**src/hdl/pot_pkg.sv**
```systemverilog
//------------------------------------------------------------------------------
// pot_pkg
// shared types and constants for the pentatope orientation test
//------------------------------------------------------------------------------
`default_nettype none
package pot_pkg;
    localparam logic CMD_WRITE = 1'b0;
    localparam logic CMD_QUERY = 1'b1;

    typedef struct packed {
        logic start;      // latch query ids and begin
        logic fetch;      // issue a read for vertex fetch_sel
        logic [2:0] fetch_sel;
        logic capture;    // capture read data into slot cap_sel
        logic [2:0] cap_sel;
        logic step;       // one multiply-accumulate step
        logic [5:0] step_idx;
    } pot_cmd_t;

    typedef struct packed {
        logic det_pos;
    } pot_stat_t;
endpackage
`default_nettype wire

```
**src/hdl/pot_ctrl.sv**
```systemverilog
//------------------------------------------------------------------------------
// pot_ctrl
// sequencer: store writes, five vertex reads, then the product-term loop
//------------------------------------------------------------------------------
`default_nettype none
module pot_ctrl (
    input  wire logic              clk,
    input  wire logic              rst_n,
    input  wire logic              in_valid,
    input  wire logic              command,
    output logic                   in_ready,
    output logic                   out_valid,
    input  wire logic              out_ready,
    output pot_pkg::pot_cmd_t      cmd
);
    import pot_pkg::*;

    localparam logic [1:0] S_IDLE  = 2'd0;
    localparam logic [1:0] S_FETCH = 2'd1;
    localparam logic [1:0] S_CALC  = 2'd2;
    localparam logic [1:0] S_DONE  = 2'd3;
    localparam logic [5:0] LAST_STEP = 6'd47;

    logic [1:0] state_reg, state_next;
    logic [2:0] cnt_reg, cnt_next;
    logic [5:0] step_reg, step_next;
    logic       ov_reg, ov_next;

    assign in_ready  = (state_reg == S_IDLE) && !ov_reg;
    assign out_valid = ov_reg;

    always_comb
    begin
        state_next = state_reg;
        cnt_next   = cnt_reg;
        step_next  = step_reg;
        ov_next    = ov_reg;
        cmd        = '0;
        if (ov_reg && out_ready)
            ov_next = 1'b0;
        case (state_reg)
            S_IDLE:
            begin
                if (in_valid && in_ready && command == CMD_QUERY)
                begin
                    cmd.start  = 1'b1;
                    state_next = S_FETCH;
                    cnt_next   = 3'd0;
                end
            end
            S_FETCH:
            begin
                // read issued at cnt, captured in the next cycle
                cmd.fetch     = (cnt_reg < 3'd5);
                cmd.fetch_sel = cnt_reg;
                cmd.capture   = (cnt_reg != 3'd0);
                cmd.cap_sel   = cnt_reg - 3'd1;
                cnt_next      = cnt_reg + 3'd1;
                if (cnt_reg == 3'd5)
                begin
                    state_next = S_CALC;
                    step_next  = 6'd0;
                end
            end
            S_CALC:
            begin
                cmd.step     = 1'b1;
                cmd.step_idx = step_reg;
                step_next    = step_reg + 6'd1;
                if (step_reg == LAST_STEP)
                    state_next = S_DONE;
            end
            S_DONE:
            begin
                ov_next    = 1'b1;
                state_next = S_IDLE;
            end
            default: state_next = S_IDLE;
        endcase
    end

    always_ff @(posedge clk or negedge rst_n)
    begin
        if (!rst_n)
        begin
            state_reg <= S_IDLE;
            cnt_reg   <= '0;
            step_reg  <= '0;
            ov_reg    <= 1'b0;
        end
        else
        begin
            state_reg <= state_next;
            cnt_reg   <= cnt_next;
            step_reg  <= step_next;
            ov_reg    <= ov_next;
        end
    end
endmodule
`default_nettype wire

```
**config.mk**
```make
export PLATFORM = sky130hd
export DESIGN_NAME = pot_ctrl
export DESIGN_NICKNAME = d
export VERILOG_FILES = /design/src/hdl/pot_pkg.sv /design/src/hdl/pot_ctrl.sv
export SDC_FILE = /design/constraint.sdc
export NUM_CORES = 1
export LEC_CHECK = 0
export ABC_AREA = 1
export BUFFER_PORTS_ARGS = -buffer_cell sky130_fd_sc_hd__buf_2
export CAP_MARGIN = 40
export CORE_AREA = 2 2 45 47
export CTS_CLUSTER_SIZE = 10
export DETAILED_ROUTE_END_ITERATION = 12
export DIE_AREA = 0 0 47 49
export GPL_ROUTABILITY_DRIVEN = 0
export GPL_TIMING_DRIVEN = 0
export PLACE_DENSITY = 0.88
export SYNTH_ARGS = -nofsm -noshare
export SYNTH_HDL_FRONTEND = slang
export SYNTH_SLANG_ARGS = --single-unit
```
**constraint.sdc**
```tcl
create_clock -name clk -period 2.4 [get_ports clk]
set_input_delay 0.24 -clock clk [delete_from_list [all_inputs] [get_ports clk]]
set_output_delay 0.24 -clock clk [all_outputs]
set_load 0.01 [all_outputs]
```
==> impl_metrics.py <==
metrics = {
    "routing": {
        "drc": 0,
        "wire_per_inst_um": 11.0,
        "postRouteAntennaNets": 0,
        "drt_iter0_markers": 13,
        "routed_wl_mm": 1.95,
        "viasPerCell": 4.80,
        "vias": 850,
        "drt-pass1-iter-count": 4,
    },
    "global_routing": {
        "grt_pass1_vias": 809,
        "grt_max_degree": 13,
        "grt_pass1_wl_mm": 3.26,
        "grt_usage": 0.186,
        "grt_overflow": 0,
        "antenna_found_initial": 0,
    },
    "sta": {
        "maxSlewViolCount": 0,
        "max-slew-margin-rel": 0.805,
        "finalHoldViolCount": 0,
        "max_freq_ghz": 0.553,
        "fin_worst_skew_ns": 0.00331,
        "setup_tns_ns": 0,
        "fin_crit_sh": 0.754,
        "worstMarginPinSlew_ns": 0.293,
        "rsz0062_at_grt": "false",
        "layout_min_cycle_time_ns": 1.81,
        "setup_violations": 0,
    },
    "logic_synthesis": {
        "synth-seq-cells": 12,
        "synth_top_flop_cell": "dfrtp_1",
        "ys_seq_area_frac": 0.308,
        "netlist_top_cells_area": "dfrtp_1, ha_1, nand2_1, inv_1, nand3_1",
        "ys_types": 28,
        "synth_edf_count": 0,
        "yosys.area.top_type_share": 0.308,
        "synth_top_area_cell": "dfrtp_1",
        "syn_inst": 124,
        "syn_nets": 139,
        "post_synth_instance_area_um2": 975,
        "ys_warn_count": 0,
        "synthArstFlopShare": 1.00,
        "synth.avg_cell_area_um2": 7.86,
    },
    "worst_hold_path": {
        "hp-class": "primary input to flop",
        "whs_path_depth": 2,
        "min_to": "out_valid",
        "hp-start": "out_ready",
    },
    "final_layout": {
        "final_cells": 177,
        "final-seq-area_um2": 300,
        "nFillCells": 164,
        "drive_gt1_frac": 0.280,
        "multi_input_area_um2": 541,
        "area_delta_synth_final_pct": 18.1,
        "stdcell_area_um2": 1150,
        "layout_commonest_cell": "nand2_1",
        "largest_register_ffs": 6,
        "nets": 167,
        "layout_common_cells": "nand2_1, inv_1, buf_2",
        "finish.utilization": 0.625,
        "antenna_cells": 0,
    },
    "run": {
        "maxCapViolCount": 0,
    },
    "critical_path": {
        "arrival_ns": 1.57,
        "start_kind": "flop",
        "ff2ff_path_depth": 6,
        "crit_fanout": 10,
        "path_class": "flop to primary output",
        "end_kind": "primary output",
        "regToRegSetupSlack_ns": 0.91,
        "r2r_end": "state_reg[0]",
        "crit_required_ns": 2.16,
        "r2r_start": "state_reg[0]",
    },
    "floorplan": {
        "dieArea_um2": 2300,
        "core_area_um2": 1840,
        "initial_core_util": 0.529,
        "die_w_um": 47,
        "chipHeight_um": 49,
        "io-pin-count": 23,
        "row_count": 16,
    },
    "pwr": {
        "peakVddDrop_v": 0.000669,
        "cellLeakagePower_nw": 0.694,
        "p_per_area_nw_per_um2": 1080,
        "total_power_w": 0.00124,
    },
    "placement": {
        "io_buffers": 22,
        "hpwl_mm": 1.49,
        "place_inst": 173,
        "postPlaceCellArea_um2": 1120,
    },
    "clocking": {
        "tritoncts": "done",
        "cts_buffers": 3,
        "cts.htree.levels": 1,
        "clkTransAtPathRegs_ns": 0.08,
        "cts_root_buf": "clkbuf_4",
        "clk_latency_ns": 0.27,
        "clockBufferDepth": 2,
        "clock-sinks": 12,
    },
    "status": {
        "status": "complete, no violations",
    },
}
[layout make-up]
| cell class | count | area share |
|---|---|---|
| inverter | 26 | 0.0891 |
| multi-input combinational | 82 | 0.470 |
| tap | 27 | 0.0293 |
| buffer | 4 | 0.0272 |
| timing repair buffer | 23 | 0.104 |
| clock buffer | 3 | 0.0196 |
| sequential | 12 | 0.261 |
[worst max path at each step]
stage / from / endpoint / depth (start not counted)
2_1_floorplan: state_reg[0] / cmd[2] / 5
4_1_cts: state_reg[0] / cmd[3] / 6
5_1_grt: state_reg[0] / cmd[3] / 6
6_report: state_reg[0] / cmd[3] / 6
3_3_place_gp: state_reg[0] / cmd[5] / 6
3_5_place_dp: state_reg[0] / cmd[3] / 6
[critical path: stages (launching register included)]
cell	delay, ns
dfrtp_1	0.42
inv_1	0.11
ha_1	0.27
buf_2	0.26
nand2_1	0.07
inv_1	0.05
buf_2	0.11
[power by group]
part	total (W)	leakage (nW)	internal, W	switching [W]
clock	0.000127	0.0138	0.0000580	0.0000693
sequential	0.000342	0.158	0.000270	0.0000726
combinational	0.000770	0.522	0.000302	0.000468
[stage by stage]
| step | setup WS (ns) | hold WS [ns] |
|---|---|---|
| CTS | 0.589 | 0.148 |
| floorplan | 1.03 | -0.0556 |
| finish | 0.590 | 0.141 |
| global placement | 0.919 | 0.132 |
| detailed placement | 0.890 | 0.136 |
| global route | 0.485 | 0.142 |
[cell families after synthesis]
kind of cell	Yosys count	share of synthesized area
AO/OA/AOI/OAI	15	0.104
XOR/XNOR	1	0.00899
adder cells (fa/ha/maj)	10	0.128
buffers and inverters	30	0.137
flip-flops	12	0.308
AND/OR/NAND/NOR	56	0.313
[synth_stat cells (2+ instances only)]
cell type	n
buf_4	2
o21ai_0	7
nand2_2	2
nor2_1	4
nand2_1	29
ha_1	10
nand3_1	8
dfrtp_1	12
a21oi_1	2
inv_1	25
nand3_2	3
nand4_1	4
[routing by layer]
layer / vias to the layer above / GRT usage / share of wire
met5: - / 0 / 0
met4: 0 / 0.0370 / 0.0092
li1: 434 / - / -
met3: 4 / 0.0333 / 0.037
met1: 394 / 0.245 / 0.46
met2: 18 / 0.311 / 0.50
[what timing repair did]
item	CTS	global route
hold endpoints to repair	12	0
resized for setup	0	0
hold buffers	1	0
buffers inserted	0	0
Note: power is estimated with default switching activity, not from simulation.
